### src/design/dnsqp_pkg.sv
// ----------------------------------------------------------------------------
// dnsqp_pkg
// Shared types and constants for the DNS question name parser.
// ----------------------------------------------------------------------------
package dnsqp_pkg;

    localparam logic [3:0] HEADER_LEN = 4'd12;
    localparam logic [7:0] PTR_MASK   = 8'hC0;
    localparam logic [2:0] TAIL_LEN   = 3'd4;
    localparam logic [7:0] DOT_CHAR   = 8'h2E;

    // Status codes reported with the final byte of a message
    typedef enum logic [2:0] {
        ST_OK       = 3'd0,
        ST_SHORT    = 3'd1,
        ST_NOQ      = 3'd2,
        ST_COMPRESS = 3'd3,
        ST_OVERRUN  = 3'd4,
        ST_NOTYPE   = 3'd5,
        ST_EMPTY    = 3'd6
    } t_status;

    // Parse phases, one-hot
    typedef enum logic [4:0] {
        PH_HEADER = 5'b00001,
        PH_LEN    = 5'b00010,
        PH_LABEL  = 5'b00100,
        PH_TAIL   = 5'b01000,
        PH_SKIP   = 5'b10000
    } t_phase;

    typedef struct packed {
        logic [7:0] data_byte;
        logic       last_byte;
    } t_req;

    typedef struct packed {
        logic        name_valid;
        logic [7:0]  name_byte;
        logic        packet_done;
        logic [2:0]  status;
        logic [15:0] qtype;
    } t_rsp;

    typedef struct packed {
        logic [3:0]  header_count;
        logic        question_present;
        t_phase      phase;
        logic [7:0]  label_remaining;
        logic        name_started;
        logic [2:0]  tail_count;
        logic [15:0] qtype_hold;
        t_status     fail_code;
    } t_state;

    localparam t_state STATE_RESET = '{
        header_count:     4'd0,
        question_present: 1'b0,
        phase:            PH_HEADER,
        label_remaining:  8'd0,
        name_started:     1'b0,
        tail_count:       3'd0,
        qtype_hold:       16'd0,
        fail_code:        ST_OK
    };

endpackage

### src/design/dns_question_name_parser.sv
// ----------------------------------------------------------------------------
// dns_question_name_parser
// Streams a DNS message byte by byte, emits the first question's dotted name
// and reports a status code and the question type on the final byte.
// ----------------------------------------------------------------------------
//
//  Channel   Dir  Handshake                    Payload
//  --------  ---  ---------------------------  -------------------------------
//  request   in   i_in_valid / o_in_ready      i_in_data  (data_byte, last_byte)
//  result    out  o_out_valid / i_out_ready    o_out_data (name_valid, name_byte,
//                                              packet_done, status, qtype)
//
//  One request per cycle, sustained while no result stalls in the output
//  register. Each request updates the parser state; a result (name char,
//  dot, or final status) lands in the output register in the cycle after
//  the request is taken. Requests that yield no result (header, length byte
//  of the first label, type/class bytes, skipped bytes) just update state.
//  Reset (synchronous, active low) returns the parser to the header phase
//  and empties the output register.
//  o_in_ready drops only while a result sits unclaimed in the output register.
//
module dns_question_name_parser (
    input  logic              i_clk,
    input  logic              i_rst_n,
    input  logic              i_in_valid,
    output logic              o_in_ready,
    input  dnsqp_pkg::t_req   i_in_data,
    output logic              o_out_valid,
    input  logic              i_out_ready,
    output dnsqp_pkg::t_rsp   o_out_data
);

    dnsqp_pkg::t_state r_state, n_state;
    dnsqp_pkg::t_rsp   r_out, n_out;
    logic              r_out_valid, n_out_valid;

    dnsqp_pkg::t_state step_next;
    dnsqp_pkg::t_rsp   step_rsp;
    logic              step_produce;
    logic              in_fire;

    dnsqp_step u_step (
        .i_state   (r_state),
        .i_req     (i_in_data),
        .o_next    (step_next),
        .o_produce (step_produce),
        .o_rsp     (step_rsp)
    );

    // output slot is free when empty or being drained this cycle
    assign o_in_ready = !r_out_valid || i_out_ready;
    assign in_fire    = i_in_valid && o_in_ready;

    always_comb begin
        n_state     = r_state;
        n_out       = r_out;
        n_out_valid = r_out_valid && !i_out_ready;
        if (in_fire) begin
            n_state = step_next;
            if (step_produce) begin
                n_out       = step_rsp;
                n_out_valid = 1'b1;
            end
        end
    end

    always_ff @(posedge i_clk) begin
        if (!i_rst_n) begin
            r_state     <= dnsqp_pkg::STATE_RESET;
            r_out_valid <= 1'b0;
        end else begin
            r_state     <= n_state;
            r_out_valid <= n_out_valid;
        end
    end

    // payload register, no reset needed
    always_ff @(posedge i_clk) begin
        r_out <= n_out;
    end

    assign o_out_valid = r_out_valid;
    assign o_out_data  = r_out;

    // ---------------------------------------------------------------- checks
    a_reset_empty : assert property (@(posedge i_clk)
        !i_rst_n |=> !o_out_valid)
        else $error("output not empty after reset");

    a_no_overwrite : assert property (@(posedge i_clk) disable iff (!i_rst_n)
        (o_out_valid && !i_out_ready) |-> !o_in_ready)
        else $error("request taken while result stalled");

    a_mid_result_is_char : assert property (@(posedge i_clk) disable iff (!i_rst_n)
        (o_out_valid && !o_out_data.packet_done) |->
            (o_out_data.name_valid && o_out_data.status == dnsqp_pkg::ST_OK))
        else $error("result without character or status");

    a_qtype_only_ok : assert property (@(posedge i_clk) disable iff (!i_rst_n)
        (o_out_valid && o_out_data.status != dnsqp_pkg::ST_OK) |->
            (o_out_data.qtype == 16'd0))
        else $error("qtype reported with failing status");

    a_last_restarts : assert property (@(posedge i_clk) disable iff (!i_rst_n)
        (in_fire && i_in_data.last_byte) |=>
            (r_state.phase == dnsqp_pkg::PH_HEADER && r_state.header_count == 4'd0))
        else $error("parser did not restart after final byte");

endmodule

### src/design/dnsqp_step.sv
// ----------------------------------------------------------------------------
// dnsqp_step
// Per-byte parser update: next state, emitted character and final status.
// ----------------------------------------------------------------------------
module dnsqp_step (
    input  dnsqp_pkg::t_state i_state,
    input  dnsqp_pkg::t_req   i_req,
    output dnsqp_pkg::t_state o_next,
    output logic              o_produce,
    output dnsqp_pkg::t_rsp   o_rsp
);

    dnsqp_pkg::t_state s;
    dnsqp_pkg::t_status st;
    logic       emit;
    logic [7:0] ch;
    logic [7:0] b;

    always_comb begin
        s    = i_state;
        emit = 1'b0;
        ch   = 8'd0;
        b    = i_req.data_byte;
        case (i_state.phase)
            dnsqp_pkg::PH_HEADER: begin
                if ((i_state.header_count == 4'd4 || i_state.header_count == 4'd5)
                        && b != 8'd0) begin
                    s.question_present = 1'b1;
                end
                if (i_state.header_count == dnsqp_pkg::HEADER_LEN - 4'd1) begin
                    s.header_count = dnsqp_pkg::HEADER_LEN;
                    if (s.question_present) begin
                        s.phase = dnsqp_pkg::PH_LEN;
                    end else begin
                        s.fail_code = dnsqp_pkg::ST_NOQ;
                        s.phase     = dnsqp_pkg::PH_SKIP;
                    end
                end else begin
                    s.header_count = i_state.header_count + 4'd1;
                end
            end
            dnsqp_pkg::PH_LEN: begin
                if (b == 8'd0) begin
                    s.phase      = dnsqp_pkg::PH_TAIL;
                    s.tail_count = 3'd0;
                end else if ((b & dnsqp_pkg::PTR_MASK) == dnsqp_pkg::PTR_MASK) begin
                    s.fail_code = dnsqp_pkg::ST_COMPRESS;
                    s.phase     = dnsqp_pkg::PH_SKIP;
                end else begin
                    // dot goes out ahead of every label but the first
                    emit              = i_state.name_started;
                    ch                = i_state.name_started ? dnsqp_pkg::DOT_CHAR : 8'd0;
                    s.name_started    = 1'b1;
                    s.label_remaining = b;
                    s.phase           = dnsqp_pkg::PH_LABEL;
                end
            end
            dnsqp_pkg::PH_LABEL: begin
                emit              = 1'b1;
                ch                = b;
                s.label_remaining = i_state.label_remaining - 8'd1;
                if (i_state.label_remaining == 8'd1) begin
                    s.phase = dnsqp_pkg::PH_LEN;
                end
            end
            dnsqp_pkg::PH_TAIL: begin
                if (i_state.tail_count < 3'd2) begin
                    s.qtype_hold = {i_state.qtype_hold[7:0], b};
                end
                if (i_state.tail_count < dnsqp_pkg::TAIL_LEN) begin
                    s.tail_count = i_state.tail_count + 3'd1;
                end
            end
            default: begin
            end
        endcase

        // status as seen after this byte; first failure wins
        if (s.fail_code != dnsqp_pkg::ST_OK) begin
            st = s.fail_code;
        end else if (s.phase == dnsqp_pkg::PH_HEADER) begin
            st = dnsqp_pkg::ST_SHORT;
        end else if (s.phase == dnsqp_pkg::PH_LABEL) begin
            st = dnsqp_pkg::ST_OVERRUN;
        end else if (s.phase == dnsqp_pkg::PH_LEN) begin
            st = dnsqp_pkg::ST_NOTYPE;
        end else if (s.tail_count < dnsqp_pkg::TAIL_LEN) begin
            st = dnsqp_pkg::ST_NOTYPE;
        end else if (!s.name_started) begin
            st = dnsqp_pkg::ST_EMPTY;
        end else begin
            st = dnsqp_pkg::ST_OK;
        end

        o_rsp.name_valid  = emit;
        o_rsp.name_byte   = ch;
        o_rsp.packet_done = i_req.last_byte;
        o_rsp.status      = i_req.last_byte ? st : dnsqp_pkg::ST_OK;
        o_rsp.qtype       = (i_req.last_byte && st == dnsqp_pkg::ST_OK) ? s.qtype_hold : 16'd0;
        o_produce         = emit | i_req.last_byte;
        o_next            = i_req.last_byte ? dnsqp_pkg::STATE_RESET : s;
    end

endmodule

### config.mk
export PLATFORM = sky130hd
export DESIGN_NAME = dns_question_name_parser
export DESIGN_NICKNAME = d
export VERILOG_FILES = /design/src/design/dnsqp_pkg.sv /design/src/design/dns_question_name_parser.sv /design/src/design/dnsqp_step.sv
export SDC_FILE = /design/constraint.sdc
export NUM_CORES = 1
export LEC_CHECK = 0
export BUFFER_PORTS_ARGS = -buffer_cell sky130_fd_sc_hd__buf_2
export CAP_MARGIN = 15
export CORE_AREA = 10 10 110 83
export DETAILED_ROUTE_END_ITERATION = 12
export DIE_AREA = 0 0 120 93
export PLACE_DENSITY = 0.73
export RECOVER_POWER = 100
export SYNTH_ARGS = -nofsm -noshare
export SYNTH_HDL_FRONTEND = slang
export SYNTH_SLANG_ARGS = --single-unit
export TNS_END_PERCENT = 20
### constraint.sdc
create_clock -name i_clk -period 4.6 [get_ports i_clk]
set_input_delay 0.23 -clock i_clk [delete_from_list [all_inputs] [get_ports i_clk]]
set_output_delay 0.23 -clock i_clk [all_outputs]
set_load 0.005 [all_outputs]
Word level (Yosys, flattened, before mapping)
Cells that the tools add are included. W data, S select, Z words.

Register bits after elaboration: 71. Word-level logic and storage cells: 92. Input port bits: 13.

Reduce and logical (&&, ||, !) cells: 17. Eq/ne operators: 14. Mux-type cells: 40. Add/subtract/negate cells: 3. Bitwise logic cells: 1. Order comparisons: 3.

Operators by type and width (count): $mux W41 (1); $mux W3 (12); $mux W16 (2); $pmux W8 S2 (2); $mux W5 (6); $mux W9 (2); $mux W8 (2); $pmux W5 S3 (1); $pmux W3 S2 (2); $eq A5 B1 Y1 const B (2); $eq A5 B2 Y1 const B (2); $eq A5 B3 Y1 const B (2); $eq A4 B3 Y1 const B (2); $eq A8 B1 Y1 const B (1); $logic_not A8 Y1 (1); $reduce_bool A8 Y1 (1); $sub A8 B1 Y8 const B (1); $mux W1 (7); $lt A3 B3 Y1 const B (2); $mux W6 (1); $ne A3 B3 Y1 const B (2); $reduce_bool A3 Y1 (2); $eq A5 B4 Y1 const B (1); $add A4 B1 Y4 const B (1); other kinds (14) (20).

Longest topological paths before layout
Depth after elaboration: 15. Gate-level depth with buffers: 11. Depth with buffers taken out: 9.

Cells and area by module
Synthesis repeated with hierarchy kept, for this count alone.

Cells, all modules: 446. Area, all modules: 4085.2 sq um.

Modules (own cells, without submodules): dns_question_name_parser (cells each 213, times used 1, area each 2596.2 sq um); dnsqp_step (cells each 233, times used 1, area each 1488.9 sq um).

Worst setup path before layout
OpenSTA, ideal clock, no wires.

Kind: register to register. Start point: register r_state[31] in the netlist's numbering. End point: register r_out, in the netlist o_out_data[0] (enable). Clock period less this slack: 3.345 ns. Stages on the path, launching flop included: 7. Data arrival time: 2.918 ns. Required time: 4.173 ns. Slack: 1.255 ns. Path buffers: 1. Path through: dfxtp_1 nor3_1 buf_2 nand2_1 nor3_1 nand2_1 a21oi_1.

Cells in the longest elaborated chain, start to end: 4. Elaborated cells on any way between the ends: 5. Classes of those cells: eq/ne (2); mux (1); bitwise (1); reduce/logical (1).

RTL lines: from (decl) (RTL line dns_question_name_parser.sv:33) `dnsqp_pkg::t_state r_state, n_state;`; from (signal assigned) (RTL line dns_question_name_parser.sv:69) `r_state <= dnsqp_pkg::STATE_RESET;`; from (signal assigned) (RTL line dns_question_name_parser.sv:72) `r_state <= n_state;`; $eq A5 B3 Y1 or $eq A5 B2 Y1 (tied branches) (RTL line dnsqp_step.sv:24) `case (i_state.phase)`; $pmux W1 S2 * (RTL line dnsqp_step.sv:24); $or A1 B1 Y1 * (RTL line dnsqp_step.sv:100) `o_produce = emit | i_req.last_byte;`; $reduce_and A2 Y1 (no line) *; to (signal assigned) (RTL line dns_question_name_parser.sv:79) `r_out <= n_out;`; to (decl) (RTL line dns_question_name_parser.sv:34) `dnsqp_pkg::t_rsp r_out, n_out;`.

Every way passes the cells marked *; elsewhere a longest branch is shown, timed or not. A chain may end at the register's enable or synchronous reset.

Final worst setup path
Start point: register r_state[31] in the netlist's numbering. End point: register r_out, in the netlist o_out_data[2], data pin.

Cells in the longest elaborated chain, start to end: 10. Elaborated cells on any way between the ends: 24. Classes of those cells: order compare (1); eq/ne (7); mux (13); reduce/logical (3).

RTL lines: $eq A5 B4 Y1 or $eq A5 B2 Y1 (tied branches) (RTL line dnsqp_step.sv:24); $pmux W3 S2 or $mux W1 (tied branches) (RTL line dnsqp_step.sv:24); $lt A3 B3 Y1 or $mux W3 (tied branches) (RTL line dnsqp_step.sv:87, dnsqp_step.sv:89); $mux W3 (RTL line dnsqp_step.sv:87) `end else if (s.tail_count < dnsqp_pkg::TAIL_LEN) begin`; $mux W3 (RTL line dnsqp_step.sv:85) `end else if (s.phase == dnsqp_pkg::PH_LEN) begin`; $mux W3 (RTL line dnsqp_step.sv:83) `end else if (s.phase == dnsqp_pkg::PH_LABEL) begin`; $mux W3 (RTL line dnsqp_step.sv:81) `end else if (s.phase == dnsqp_pkg::PH_HEADER) begin`; $mux W3 (RTL line dnsqp_step.sv:79) `if (s.fail_code != dnsqp_pkg::ST_OK) begin`; $logic_not A3 Y1 (RTL line dnsqp_step.sv:99) `o_rsp.qtype = (i_req.last_byte && st == dnsqp_pkg::ST_OK) ? s.qtype_hold : 16'd0;`; $logic_and A1 B1 Y1 (RTL line dnsqp_step.sv:99).

Several ways; a longest one is shown, not always the timed one.

==> results.env <==
NUMBER_OF_ENABLE_TYPE_REGISTER_CELLS_IN_THE_SYNTHESIZED_NETLIST=29
ENDPOINT_TYPE_OF_THE_WORST_SETUP_PATH='flop'
HOLDCRITPATHCLASS='input port to flop'
LAYOUT.CELLS.MOST_COMMON_LIST='42 x sky130_fd_sc_hd__dfxtp_1, 34 x sky130_fd_sc_hd__clkbuf_1, 29 x sky130_fd_sc_hd__nor2b_1, 29 x sky130_fd_sc_hd__edfxtp_1, 28 x sky130_fd_sc_hd__nand2_1'
DR.PASS1.ITERS=5
DIE_WIDTH_UM=120
HOLDCRITSTARTPOINT='i_in_data[5]'
WORSTPATHARRIVAL_NS=3.88
DESIGN.DIE.AREA_UM2=11160
CP_SLOWEST_STAGE_DELAY_NS=0.94
SLEW-LIMIT-HEADROOM_PCT=-9.733
FINALCOREUTILIZATION_PCT=56.75
LAYOUT.NETS=429
REMAINING_DRC_ERRORS=0
MAXCAPVIOLATIONS=1
NUM_VIAS=3063
POST_CTS_SETUP_BUFFER_COUNT=0
YS_TOP_CELLS_BY_AREA='sky130_fd_sc_hd__edfxtp_1 24%, sky130_fd_sc_hd__dfxtp_1 23%, sky130_fd_sc_hd__nor2b_1 4.9%'
FAILED_CHECKS='max-capacitance violations, max-slew violations'
P_TOTAL_mW=1.193
NETLIST-CELL-TYPE-COUNT=53
CTS-BUFFERS-INSERTED=9
WORST_PATH_DOMINANT_CELL_FAMILY='simple AND/OR/NAND/NOR gates'
P_PER_AREA_nW_PER_UM2=297.7
COMB_POWER_SHARE_PCT=6.8
P_INT_mW=0.8861
BUFS_AND_INVS_ON_WORST_PATH=1
POWER_LEAKAGE_nW=1.373
MAX-CLOCK-PATH-BUFFERS=2
WIRE_LENGTH_OF_THE_FIRST_GLOBAL_ROUTING_PASS_UM=15700
PLACEMENT.CELL_AREA_UM2=3954
ANTENNA-DIODE-COUNT=0
CTS.CLK_SLEW.WORST_PATHS_NS=0.08
CTS_SINKS=71
FINAL_LAYOUT_SIZE_SUFFIX_GT1_SHARE_PCT=8.193
SYNTH_AREA_LEADER_CELL='sky130_fd_sc_hd__edfxtp_1'
GRT_ANTENNA_BEFORE_REPAIR=0
CLOCK.FMAX_MHz=265.1
AVGVIACOUNTPERCELL=5.971
HOLD_VIOLATIONS=0
POST_SYNTH_INSTANCE_AREA_UM2=3684
FILLERINSTANCES=644
AVGSYNTHCELLAREA_UM2=9.849
FLOORPLAN.INITIALDENSITY_PCT=52.18
POWER.SHARE.CLOCK_PCT=37.0
DRT.ANTENNA.VIOLATING_NETS=0
SYN_INST=374
MOST_FREQUENT_STANDARD_CELL_IN_THE_LAYOUT_EXCLUDING_FILL_AND_TAP_CELLS='sky130_fd_sc_hd__dfxtp_1'
PLACEMENT_ROWS=26
ENDPOINT_REQUIRED_TIME_ON_THE_CRITICAL_PATH_NS=4.70
WORST_SLEW_PIN_SLEW_NS=1.646
REG_TO_REG_START='r_state[31]'
CRIT_PATH_START_KIND='flop'
FFS_LATCHES_SYNTH=71
VIAS_IN_THE_FIRST_GLOBAL_ROUTE=2919
SYNTH-MAIN-FF-CELL='sky130_fd_sc_hd__dfxtp_1'
GLOBAL_ROUTE.OVERFLOW_TOTAL=0
DRT-TOTAL-WL_UM=9622
HOLD_PATH_END='r_state[7]'
STATUS='finished, violations left'
CRIT_CHAIN='nor3_1 > clkbuf_1 > nand2_1 > nor4_1 > o31ai_1 > a2111o_1 > nor4b_1'
ROUTABILITYCONGESTION=0.9751
WORSTPATHMAXFANOUT=16
POST-DP-HPWL_UM=6813
PART_OF_THE_TOTAL_POWER_DISSIPATED_IN_SEQUENTIAL_ELEMENTS_PCT=56.2
CTS_TREE='built'
P_SW_mW=0.3065
CLKLATENCYLATEPIN_NS=0.36
POST-ROUTE-PERIOD-UTIL_PCT=82.02
IOPINCOUNT=44
RSZ0062_AT_GRT='false'
YOSYSSEQAREASHARE_PCT=46.47
SYNTH-WARNING-COUNT=0
DIE_HEIGHT_UM=93
FINALSETUPTNS_NS=0
WL_PER_CELL_UM=18.76
SYNTH_FP_NETS=393
POST_CTS_HOLD_BUFFER_COUNT=0
TIMING.CLOCK.SKEW_NS=0.008408
PIN_COUNT_OF_THE_BIGGEST_NET_ENTERING_GLOBAL_ROUTING=40
DRC_VIOLATION_TOTAL_AFTER_THE_FIRST_TRITONROUTE_ITERATION=304
TIMING_WORST_SETUP_PATH_TYPE='flop to flop'
POWER.SWITCHING_FRACTION_PCT=25.70
IO_BUFFER_COUNT=43
CLOCK-ROOT-BUFFER='sky130_fd_sc_hd__clkbuf_8'
FINAL_PERIOD_MINUS_WORST_SETUP_SLACK_NS=3.773
AREA_GROWTH_PCT=8.764
FINAL_COUNT_OF_PINS_VIOLATING_MAX_SLEW=31
WORSTHOLDPATHCELLS=3
IR_DROP_mV=0.1731
CTS.REPAIR.RESIZED=0
DESIGN_AREA_UM2=4006
FP.COREAREA_UM2=7059
AGGREGATE_GLOBAL_ROUTE_RESOURCE_USAGE_PCT=17.50
SYNTHARSTFLOPSHARE_PCT=0
SYNTH.TOP_CELL.AREA_SHARE_PCT=23.64
WORSTREG2REGEND='o_out_data[2]'
WORST_R2R_PATH_DEPTH=7
CRIT_SLOWEST_CELL='sky130_fd_sc_hd__nor4_1'
SETUP_VIOL=0
CLOCK_TREE.HTREE_LEVEL_COUNT=3
R2R_SETUP_SLACK_NS=0.83
through the flow:
stage          instances  hold slack (ns)  worst slack, ns
6_report             513           0.2591           0.8273
2_1_floorplan        374           0.3289            1.255
5_1_grt              513           0.2889           0.5442
3_5_place_dp         495           0.5057            1.256
3_3_place_gp         495           0.4934            1.320
4_1_cts              511           0.2441            1.211
cells by family (layout without fill, tap and decap cells):
group | count (synthesis) | after routing | share of synthesized area [%]
xor+xnor | 6 | 6 | 1.427
simple gates | 161 | 161 | 26.97
compound gates | 81 | 81 | 14.91
buf+inv | 33 | 74 | 3.838
fa+ha+maj | 6 | 6 | 2.038
mux | 16 | 16 | 4.348
flops | 71 | 71 | 46.47
final cells by class:
class / count / area, um2 / area share, %
clock buffer: 9 / 123.9 / 3.092
clock inverter: 7 / 48.80 / 1.218
inverter: 10 / 37.54 / 0.9369
multi-input combinational: 270 / 1762 / 43.97
sequential: 71 / 1712 / 42.72
tap: 98 / 122.6 / 3.061
timing repair buffer: 48 / 200.2 / 4.997
worst register-to-register path, stage by stage (launching register included):
cell and delay, ns:
sky130_fd_sc_hd__dfxtp_1 0.37, sky130_fd_sc_hd__nor3_1 0.19, sky130_fd_sc_hd__clkbuf_1 0.32, sky130_fd_sc_hd__nand2_1 0.32, sky130_fd_sc_hd__nor4_1 0.94, sky130_fd_sc_hd__o31ai_1 0.20
sky130_fd_sc_hd__a2111o_1 0.65, sky130_fd_sc_hd__nor4b_1 0.53
per-layer routing:
metal  GRT usage, %  share of wire, %  up-vias
li1               -                 -     1455
met1          24.67                48     1452
met2          25.05                42      146
met3          5.826               9.0       10
met4          4.509               1.1        0
met5              0                 0        -
state kept, by name (all words and copies together), names as in the netlist:
register,flops
r_state,41
o_out_data,29
o_out_valid,1
worst max-delay path by stage:
stage | startpoint | end | slack, ns | cells past startpoint
after floorplan | r_state[31] | o_out_data[0] | 1.26 | 6
after global placement | r_state[33] | o_out_data[2] | 1.32 | 6
after detailed placement | r_state[33] | o_out_data[2] | 1.26 | 6
after CTS | r_state[33] | o_out_data[2] | 1.21 | 6
after global routing | r_state[33] | o_out_data[2] | 0.54 | 6
final | r_state[31] | o_out_data[2] | 0.83 | 7
power groups by stage:
stage	Sequential [mW]	Combinational, mW	Clock, mW
4_1_cts	0.670	0.0841	0.449
5_1_grt	0.672	0.0899	0.479
6_report	0.670	0.0812	0.441
2_1_floorplan	0.685	0.0468	0
3_3_place_gp	0.684	0.0830	0
3_5_place_dp	0.684	0.0838	0
Yosys cell counts, types with 4 or more instances:
cell type,instances
sky130_fd_sc_hd__a211oi_1,4
sky130_fd_sc_hd__a21oi_1,16
sky130_fd_sc_hd__a22oi_1,19
sky130_fd_sc_hd__a31oi_1,6
sky130_fd_sc_hd__and2_1,15
sky130_fd_sc_hd__and3_1,5
sky130_fd_sc_hd__clkbuf_1,17
sky130_fd_sc_hd__dfxtp_1,42
sky130_fd_sc_hd__edfxtp_1,29
sky130_fd_sc_hd__ha_1,6
sky130_fd_sc_hd__inv_1,10
sky130_fd_sc_hd__mux2i_1,16
sky130_fd_sc_hd__nand2_1,28
sky130_fd_sc_hd__nand2b_1,5
sky130_fd_sc_hd__nand3_1,7
sky130_fd_sc_hd__nor2_1,21
sky130_fd_sc_hd__nor2b_1,29
sky130_fd_sc_hd__nor3_1,13
sky130_fd_sc_hd__nor4_1,5
sky130_fd_sc_hd__nor4b_1,8
sky130_fd_sc_hd__nor4b_2,10
sky130_fd_sc_hd__o21ai_0,15
sky130_fd_sc_hd__xor2_1,5
Power figures use the tool's default switching activity.
